`config.mk`:
```
export PLATFORM = sky130hd
export DESIGN_NAME = tempo_clock_divider_with_swing_unit
export DESIGN_NICKNAME = d
export VERILOG_FILES = /design/src/tcdws_pkg.sv /design/src/tcdws_div.sv /design/src/tempo_clock_divider_with_swing_unit.sv
export VERILOG_INCLUDE_DIRS = /design/src /design/src/src
export SDC_FILE = /design/constraint.sdc
export NUM_CORES = 1
export LEC_CHECK = 0
export ABC_CLOCK_PERIOD_IN_PS = 20900
export BUFFER_PORTS_ARGS = -buffer_cell sky130_fd_sc_hd__buf_2
export CORE_MARGIN = 3
export CORE_UTILIZATION = 50
export CTS_CLUSTER_SIZE = 10
export DETAILED_ROUTE_END_ITERATION = 7
export PLACE_DENSITY = 0.75
export SLEW_MARGIN = 20
export SYNTH_ARGS = -nofsm -noshare
export SYNTH_HDL_FRONTEND = slang
export SYNTH_SLANG_ARGS = --single-unit
```
`constraint.sdc`:
```
create_clock -name clk_i -period 20.9 [get_ports clk_i]
set_input_delay 1.045 -clock clk_i [delete_from_list [all_inputs] [get_ports clk_i]]
set_output_delay 1.045 -clock clk_i [all_outputs]
set_load 0.01 [all_outputs]
```
`src/tempo_clock_divider_with_swing_unit_macros.svh`:
```
// Assertion helpers used by the top-level RTL file.
`ifndef TEMPO_CLOCK_DIVIDER_WITH_SWING_UNIT_MACROS_SVH
`define TEMPO_CLOCK_DIVIDER_WITH_SWING_UNIT_MACROS_SVH

// Same-cycle implication.
`define TCDWS_ASSERT(name, ante, cons) \
  name: assert property (@(posedge clk_i) disable iff (!rst_ni) (ante) |-> (cons)) \
    else $error("tcdws: check failed");

// Next-cycle implication.
`define TCDWS_ASSERT_NEXT(name, ante, cons) \
  name: assert property (@(posedge clk_i) disable iff (!rst_ni) (ante) |=> (cons)) \
    else $error("tcdws: check failed");

`endif

```
`src/tcdws_pkg.sv`:
```
package tcdws_pkg;

  localparam int SR_W       = 18;
  localparam int OFF_W      = 8;
  localparam int BPM_W      = 8;
  localparam int PW_W       = 8;
  localparam int STEP_W     = 4;
  localparam int TICK_W     = 17;
  localparam int NOTE_W     = 5;
  localparam int SWING_W    = 6;
  localparam int CFG_IDX_W  = 3;
  localparam int CFG_DATA_W = 18;
  localparam int FRAC_W     = 8;
  // sample_rate * 15 * 256 fits in 30 bits; quotient by 30 or more fits in 25
  localparam int DIV_NUM_W  = 30;
  localparam int STEP_FX_W  = 25;

  localparam int STEPS_PER_BAR     = 16;
  localparam int SWING_OUTPUTS_DEF = 6;

  localparam logic [BPM_W-1:0] BPM_MIN = 8'd30;
  localparam logic [BPM_W-1:0] BPM_MAX = 8'd200;
  localparam logic [PW_W-1:0]  PW_MIN  = 8'd26;
  localparam logic [PW_W-1:0]  PW_MAX  = 8'd154;

  localparam logic [SR_W-1:0]  SR_RESET  = 18'd44100;
  localparam logic [OFF_W-1:0] OFF_RESET = 8'd128;

  localparam logic [CFG_IDX_W-1:0] CFG_SAMPLE_RATE = 3'd0;
  localparam logic [CFG_IDX_W-1:0] CFG_SWING_FIRST = 3'd1;
  localparam logic [CFG_IDX_W-1:0] CFG_SWING_LAST  = 3'd6;

  typedef struct packed {
    logic [BPM_W-1:0] tempo_bpm;
    logic [PW_W-1:0]  pulse_width;
    logic             swing_sixteenth;
    logic             reset_level;
    logic             run_cv_present;
    logic             run_cv_level;
    logic             run_button_level;
  } in_t;

  typedef struct packed {
    logic [NOTE_W-1:0]  note_gates;
    logic [SWING_W-1:0] swing_gates;
    logic               is_running;
  } out_t;

  typedef enum logic [2:0] {
    ST_IDLE,
    ST_DIV,
    ST_WMUL,
    ST_GATE,
    ST_SMUL,
    ST_SCMP,
    ST_DONE
  } state_e;

  function automatic logic [7:0] clamp8(input logic [7:0] v, input logic [7:0] lo,
                                        input logic [7:0] hi);
    logic [7:0] r;
    r = v;
    if (v < lo) r = lo;
    if (v > hi) r = hi;
    return r;
  endfunction

  // bit0 whole, bit1 half, bit2 quarter, bit3 eighth, bit4 sixteenth
  function automatic logic [NOTE_W-1:0] note_mask(input logic [STEP_W-1:0] step);
    logic [NOTE_W-1:0] m;
    m = 5'b10000;
    if (step[0] == 1'b0)   m[3] = 1'b1;
    if (step[1:0] == 2'd0) m[2] = 1'b1;
    if (step[2:0] == 3'd0) m[1] = 1'b1;
    if (step == 4'd0)      m[0] = 1'b1;
    return m;
  endfunction

endpackage

```
`src/tcdws_div.sv`:
```
module tcdws_div (
  input  logic                             clk_i,
  input  logic                             rst_ni,
  input  logic                             start_i,
  input  logic [tcdws_pkg::DIV_NUM_W-1:0]  num_i,
  input  logic [tcdws_pkg::BPM_W-1:0]      den_i,
  output logic                             done_o,
  output logic [tcdws_pkg::STEP_FX_W-1:0]  quo_o
);
  import tcdws_pkg::*;

  localparam int CntW = $clog2(DIV_NUM_W);

  logic [DIV_NUM_W-1:0] num_q, num_d;
  logic [BPM_W-1:0]     rem_q, rem_d;
  logic [BPM_W-1:0]     den_q;
  logic [CntW-1:0]      cnt_q;
  logic                 busy_q;
  logic                 done_q;
  logic [BPM_W:0]       rem_sh;
  logic [BPM_W:0]       rem_sub;
  logic                 ge;

  // restoring division, one quotient bit per cycle
  always_comb begin
    rem_sh  = {rem_q, num_q[DIV_NUM_W-1]};
    rem_sub = rem_sh - {1'b0, den_q};
    ge      = rem_sh >= {1'b0, den_q};
    rem_d   = ge ? rem_sub[BPM_W-1:0] : rem_sh[BPM_W-1:0];
    num_d   = {num_q[DIV_NUM_W-2:0], ge};
  end

  always_ff @(posedge clk_i or negedge rst_ni) begin
    if (!rst_ni) begin
      busy_q <= 1'b0;
      done_q <= 1'b0;
      cnt_q  <= '0;
    end else begin
      done_q <= 1'b0;
      if (start_i) begin
        busy_q <= 1'b1;
        cnt_q  <= '0;
      end else if (busy_q) begin
        cnt_q <= cnt_q + 1'b1;
        if (cnt_q == CntW'(DIV_NUM_W - 1)) begin
          busy_q <= 1'b0;
          done_q <= 1'b1;
        end
      end
    end
  end

  always_ff @(posedge clk_i) begin
    if (start_i) begin
      num_q <= num_i;
      den_q <= den_i;
      rem_q <= '0;
    end else if (busy_q) begin
      num_q <= num_d;
      rem_q <= rem_d;
    end
  end

  assign done_o = done_q;
  assign quo_o  = num_q[STEP_FX_W-1:0];

endmodule

```
`src/tempo_clock_divider_with_swing_unit.sv`:
```
// Tempo clock divider with swing gates.
// One input word per audio sample tick on in_valid_i/in_ready_o; one result
// word per input word on out_valid_o/out_ready_i. Configuration is a plain
// write port: cfg_idx_i 0 is the sample rate, 1..6 the swing offsets.
// A tick while stopped goes straight to the output register load. A running
// tick passes the bit-serial step-length divider, then the shared 25x8
// multiplier on the gate width, the gate update and the output register load.
// Odd swing steps add an offset multiply and compare per swing gate.
// One word is in work at a time; the input is ready again the cycle after the
// result is loaded into the output register, so a new word is taken only after
// the result of the last one is in the output register.
// Reset: sample rate 44100, offsets 128, run on, counters and gates zero.
// When the receiver stalls, the finished result waits in the output register
// and a new word can be taken; its result waits in the sequencer until the
// output register frees, and the input is not ready meanwhile.
`include "tempo_clock_divider_with_swing_unit_macros.svh"

module tempo_clock_divider_with_swing_unit #(
  parameter int SwingOutputs = tcdws_pkg::SWING_OUTPUTS_DEF
) (
  input  logic                              clk_i,
  input  logic                              rst_ni,
  input  logic                              in_valid_i,
  output logic                              in_ready_o,
  input  tcdws_pkg::in_t                    in_data_i,
  output logic                              out_valid_o,
  input  logic                              out_ready_i,
  output tcdws_pkg::out_t                   out_data_o,
  input  logic                              cfg_we_i,
  input  logic [tcdws_pkg::CFG_IDX_W-1:0]   cfg_idx_i,
  input  logic [tcdws_pkg::CFG_DATA_W-1:0]  cfg_data_i
);
  import tcdws_pkg::*;

  // gates past the sixth fall outside the output field
  localparam int NumSwing = (SwingOutputs < SWING_W) ? SwingOutputs : SWING_W;
  localparam int SwIdxW   = (NumSwing > 1) ? $clog2(NumSwing) : 1;
  localparam logic [SWING_W-1:0] SwMask = SWING_W'((1 << NumSwing) - 1);

  state_e state_q, state_d;

  logic [SR_W-1:0]      sr_q;
  logic [OFF_W-1:0]     off_q [NumSwing];
  logic                 run_q;
  logic [2:0]           prev_q;
  logic [STEP_W-1:0]    step_q;
  logic [TICK_W-1:0]    tick_q;
  logic [NOTE_W-1:0]    note_q;
  logic [SWING_W-1:0]   swing_q;
  logic [PW_W-1:0]      pw_q;
  logic                 six_q;
  logic [STEP_FX_W-1:0] step_fx_q;
  logic [STEP_FX_W-1:0] width_q;
  logic [STEP_FX_W-1:0] prod_q;
  logic [SwIdxW-1:0]    sw_idx_q;
  logic                 out_valid_q;
  out_t                 out_q;

  logic                        in_fire;
  logic                        out_free;
  logic                        rise_rst, tog_cv, tog_btn, run_new;
  logic [2:0]                  prev_new;
  logic [DIV_NUM_W-1:0]        div_num;
  logic [BPM_W-1:0]            bpm_clamped;
  logic                        div_done;
  logic [STEP_FX_W-1:0]        div_quo;
  logic [OFF_W-1:0]            mul_op;
  logic [STEP_FX_W+OFF_W-1:0]  mul_full;
  logic [STEP_FX_W-1:0]        mul_res;
  logic [STEP_FX_W-1:0]        tick_fx;
  logic [TICK_W-1:0]           tick_inc;
  logic                        step_end;
  logic                        sw_apply, sw_odd;
  logic                        sw_on;
  logic [SWING_W-1:0]          sw_sel;
  logic [CFG_IDX_W-1:0]        cfg_slot;

  assign in_ready_o = (state_q == ST_IDLE);
  assign in_fire    = in_valid_i && in_ready_o;
  assign out_free   = !out_valid_q || out_ready_i;

  // edge detection on the level inputs
  always_comb begin
    rise_rst    = in_data_i.reset_level && !prev_q[0];
    prev_new    = prev_q;
    prev_new[0] = in_data_i.reset_level;
    tog_cv      = 1'b0;
    if (in_data_i.run_cv_present) begin
      tog_cv      = in_data_i.run_cv_level && !prev_q[1];
      prev_new[1] = in_data_i.run_cv_level;
    end
    tog_btn     = in_data_i.run_button_level && !prev_q[2];
    prev_new[2] = in_data_i.run_button_level;
    run_new     = (rise_rst | run_q) ^ tog_cv ^ tog_btn;
  end

  assign bpm_clamped = clamp8(in_data_i.tempo_bpm, BPM_MIN, BPM_MAX);
  assign div_num     = {sr_q, 12'b0} - DIV_NUM_W'({sr_q, 8'b0});

  tcdws_div u_div (
    .clk_i   (clk_i),
    .rst_ni  (rst_ni),
    .start_i (in_fire && run_new),
    .num_i   (div_num),
    .den_i   (bpm_clamped),
    .done_o  (div_done),
    .quo_o   (div_quo)
  );

  // shared multiplier: gate width, then swing offsets
  assign mul_op   = (state_q == ST_WMUL) ? pw_q : off_q[sw_idx_q];
  assign mul_full = step_fx_q * mul_op;
  assign mul_res  = mul_full[STEP_FX_W+FRAC_W-1:FRAC_W];

  assign tick_fx  = {tick_q, 8'b0};
  assign tick_inc = tick_q + 1'b1;
  assign step_end = {tick_inc, 8'b0} >= step_fx_q;
  assign sw_apply = six_q || !step_q[0];
  assign sw_odd   = six_q ? step_q[0] : step_q[1];
  assign sw_on    = (tick_fx >= prod_q) &&
                    ({1'b0, tick_fx} <= ({1'b0, prod_q} + {1'b0, width_q}));
  assign sw_sel   = SWING_W'(1) << sw_idx_q;
  assign cfg_slot = cfg_idx_i - CFG_SWING_FIRST;

  always_comb begin
    state_d = state_q;
    unique case (state_q)
      ST_IDLE: if (in_fire) state_d = run_new ? ST_DIV : ST_DONE;
      ST_DIV:  if (div_done) state_d = ST_WMUL;
      ST_WMUL: state_d = ST_GATE;
      ST_GATE: state_d = (sw_apply && sw_odd) ? ST_SMUL : ST_DONE;
      ST_SMUL: state_d = ST_SCMP;
      ST_SCMP: state_d = (sw_idx_q == SwIdxW'(NumSwing - 1)) ? ST_DONE : ST_SMUL;
      ST_DONE: if (out_free) state_d = ST_IDLE;
      default: state_d = ST_IDLE;
    endcase
  end

  always_ff @(posedge clk_i or negedge rst_ni) begin
    if (!rst_ni) begin
      state_q <= ST_IDLE;
    end else begin
      state_q <= state_d;
    end
  end

  always_ff @(posedge clk_i or negedge rst_ni) begin
    if (!rst_ni) begin
      sr_q        <= SR_RESET;
      for (int i = 0; i < NumSwing; i++) off_q[i] <= OFF_RESET;
      run_q       <= 1'b1;
      prev_q      <= '0;
      step_q      <= '0;
      tick_q      <= '0;
      note_q      <= '0;
      swing_q     <= '0;
      sw_idx_q    <= '0;
      out_valid_q <= 1'b0;
    end else begin
      if (cfg_we_i) begin
        if (cfg_idx_i == CFG_SAMPLE_RATE) begin
          sr_q <= cfg_data_i[SR_W-1:0];
        end else if (cfg_idx_i >= CFG_SWING_FIRST && cfg_idx_i <= CFG_SWING_LAST) begin
          if (cfg_slot < CFG_IDX_W'(NumSwing)) off_q[cfg_slot[SwIdxW-1:0]] <= cfg_data_i[OFF_W-1:0];
        end
      end

      if (state_q == ST_DONE && out_free) begin
        out_valid_q <= 1'b1;
      end else if (out_ready_i) begin
        out_valid_q <= 1'b0;
      end

      unique case (state_q)
        ST_IDLE: begin
          if (in_fire) begin
            prev_q <= prev_new;
            run_q  <= run_new;
            if (rise_rst) begin
              step_q <= '0;
              tick_q <= '0;
            end
          end
        end
        ST_GATE: begin
          if (tick_q >= width_q[STEP_FX_W-1:FRAC_W]) note_q <= '0;
          else note_q <= note_q | note_mask(step_q);
          if (sw_apply && !sw_odd) begin
            swing_q <= (tick_fx < width_q) ? (swing_q | SwMask) : (swing_q & ~SwMask);
          end
          sw_idx_q <= '0;
        end
        ST_SCMP: begin
          swing_q  <= sw_on ? (swing_q | sw_sel) : (swing_q & ~sw_sel);
          sw_idx_q <= sw_idx_q + 1'b1;
        end
        ST_DONE: begin
          if (out_free) begin
            if (run_q) begin
              if (step_end) begin
                tick_q <= '0;
                step_q <= (step_q == STEP_W'(STEPS_PER_BAR - 1)) ? '0 : step_q + 1'b1;
              end else begin
                tick_q <= tick_inc;
              end
            end
          end
        end
        default: ;
      endcase
    end
  end

  always_ff @(posedge clk_i) begin
    if (in_fire) begin
      pw_q  <= clamp8(in_data_i.pulse_width, PW_MIN, PW_MAX);
      six_q <= in_data_i.swing_sixteenth;
    end
    if (state_q == ST_DIV && div_done) step_fx_q <= div_quo;
    if (state_q == ST_WMUL) width_q <= mul_res;
    if (state_q == ST_SMUL) prod_q <= mul_res;
    if (state_q == ST_DONE && out_free) begin
      out_q.note_gates  <= note_q;
      out_q.swing_gates <= swing_q;
      out_q.is_running  <= run_q;
    end
  end

  assign out_valid_o = out_valid_q;
  assign out_data_o  = out_q;

  `TCDWS_ASSERT(a_out_from_done, $rose(out_valid_q), $past(state_q) == ST_DONE)
  `TCDWS_ASSERT_NEXT(a_run_at_accept, !in_fire, $stable(run_q))
  `TCDWS_ASSERT_NEXT(a_step_hold, !in_fire && state_q != ST_DONE, $stable(step_q))
  `TCDWS_ASSERT_NEXT(a_busy_after_accept, in_fire, !in_ready_o)

endmodule

```
==> impl_metrics.toml <==
[timing]
worst_slew_pin_slew_ns = 1.04
hold_viol = 0
fin_skew_ns = 0.0179
slew_headroom = 0.310
fin_tns_setup_ns = 0
fmax_mhz = 129
setup_viol = 0
drv_slew = 0
layout_min_cycle_time_ns = 7.76
whs_ns = 0.439
finalCritPeriodShare = 0.371
rsz0062_at_grt = "false"

[yosys]
synth_area_per_cell_um2 = 10.2
yosysTopAreaCell = "edfxtp_1"
ys_warn_count = 0
synthArstFlopShare = 0.450
yosysSeqAreaShare = 0.347
synth_area_leaders = "edfxtp_1 (20%), fa_1 (14%), dfrtp_1 (13%)"
synth.net_count = 2365
ys_ff_latch = 258
synth_edf_count = 134
synth_common_cells = "inv_1 (252), ha_1 (181), and2_1 (159)"
synth_top_area_share = 0.197
synthDistinctLibCells = 74
synthesis.area_um2 = 20500
ys.flop_type = "edfxtp_1"
synthCells = 1998
synth_most_common_cell = "inv_1"

[drt]
totalWireLength_um = 44400
drtIter0Drc = 1136
dr.pass1.iters = 5
wl_per_cell_um = 17.0
drc = 0
postRouteAntennaNets = 0
viasPerCell = 5.57
vias = 14506

[clock_tree]
clk_pin_slew_ns = 0.06
clock_path_buffers = 3
hold_buffers = 0
post_cts_buffers = 0
clkLatencyLatePin_ns = 0.57
cts_num_sinks = 258
cts.htree.levels = 1
cts_tree = "done"
cts_resized = 0
cts-root-buf = "clkbuf_16"
numCtsBuffers = 31

[die]
chipWidth_um = 208
io_pins = 61
coreArea_um2 = 40100
start_util = 0.511
die_area_um2 = 43400
rows = 73
fp.dieH_um = 208

[worst_setup_path]
crit_path_max_incr_delay_ns = 1.02
cp_max_fo = 25
crit_chain = "mux4_1 > a221oi_1 > nor2_1 > buf_4 > and2_1 > fa_1 > fa_1 > fa_1 > inv_1 > fa_1 > inv_1 > ha_1 > a21o_1 > a21o_1 > a21o_1 > o21ai_0 > a2111oi_1 > or3_4 > o21a_1 > a311oi_1 > o21bai_1 > xor2_1"
r2r_setup_slack_ns = 13.14
critical_path_class = "reg2reg"
critPathSlowestCell = "dfrtp_1"
r2r_cells = 22
startpoint_type = "flop"
path_buf_inv = 3
rr_endpoint = "width_q[19]"
reg2reg_from = "sw_idx_q[0]"
crit_top_cell = "fa_1"
required_ns = 21.20
cp-end-kind = "flop"
cp.arrival_ns = 8.06
crit_family = "adder cells"

[global_route]
antenna_found_initial = 0
grt_pass1_vias = 15036
grt_usage = 0.203
grt_overflow = 0
grt_start_max_net_pins = 68
grt_pass1_wl_um = 74000

[min_path]
min_path_cells = 0
hold_end = "step_fx_q[1]"
hp-class = "reg2reg"
min-delay-start = "u_div.num_q[1]"

[place]
gp_congestion = 0.905
numPortBuffers = 60
post_dp_cell_area_um2 = 21400
dp_hpwl_um = 34400

[finish]
syn2layout_area_growth_pct = 9.05
postLayoutCellArea_um2 = 22300
nets = 2422
num_antenna_cells = 0
drive_above_1_share = 0.113
n_fill_cell = 3311

[run_status]
outcome = "completed"

[run]
maxCapViolCount = 0
worst max-delay path by stage:
stage / cells past startpoint / end / slack, ns / from
2_1_floorplan: 23 / prod_q[20] / 13.94 / state_q[1]
3_5_place_dp: 23 / prod_q[19] / 12.74 / state_q[2]
3_3_place_gp: 23 / prod_q[20] / 12.99 / state_q[2]
4_1_cts: 23 / prod_q[19] / 12.70 / state_q[2]
6_report: 22 / width_q[19] / 13.14 / sw_idx_q[0]
5_1_grt: 22 / width_q[19] / 12.81 / sw_idx_q[0]
sequential cells by signal, summed over array words and instances, names as in the netlist, 3 cells and up, named ones only:
name / cells
pw_q: 8
out_data_o: 12
prod_q: 25
u_div.num_q: 30
sw_idx_q: 3
sr_q: 18
off_q: 48
state_q: 3
u_div.cnt_q: 5
u_div.rem_q: 8
step_q: 4
u_div.den_q: 8
note_q: 5
width_q: 25
step_fx_q: 25
tick_q: 17
prev_q: 3
per-layer routing:
layer	global-route usage	vias to the layer above	routed length [µm]
li1	-	6954	-
met1	0.279	7127	20100
met2	0.342	339	21100
met3	0.0226	86	1860
met4	0.0600	0	1250
met5	0	-	0
cells in the final DEF, fill, tap and decap left out, drive strengths merged, types with 9 or more instances in the layout:
master	count
fa	139
nor3	24
clkbuf	54
xnor2	47
ha	181
o21a	15
and2	159
dfrtp	103
buf	75
o21bai	9
edfxtp	134
mux2	81
nor2	108
dfstp	13
nand3	18
a21oi	80
and3	15
nand4	27
xor2	33
inv	254
a31oi	12
a21o	48
nand2	149
o31ai	10
a221oi	9
o21ai	100
nand2b	31
nor2b	25
a211oi	11
stage by stage:
stage,utilization,instances,setup WS [ns]
global route,0.557,2605,12.81
global placement,0.533,2547,12.99
floorplan,-,1998,13.94
CTS,0.557,2605,12.70
detailed placement,0.533,2547,12.74
finish,0.557,2605,13.14
cell families after synthesis:
kind of cell	share of synthesized area
buf+inv	0.0563
flops	0.347
mux	0.0565
compound gates	0.111
simple gates	0.149
fa+ha+maj	0.247
xor+xnor	0.0342
cell type report:
| cell class | count | area, µm² | share of cell area |
|---|---|---|---|
| Inverter | 254 | 953 | 0.0427 |
| Tap cell | 525 | 657 | 0.0294 |
| Clock buffer | 54 | 913 | 0.0409 |
| Multi-Input combinational cell | 1435 | 12200 | 0.549 |
| Timing Repair Buffer | 75 | 415 | 0.0186 |
| Clock inverter | 4 | 35.0 | 0.00157 |
| Sequential cell | 258 | 7100 | 0.318 |
Power is not shown: default switching activity piles up to over one toggle a cycle in this logic, so the estimate is an artifact.
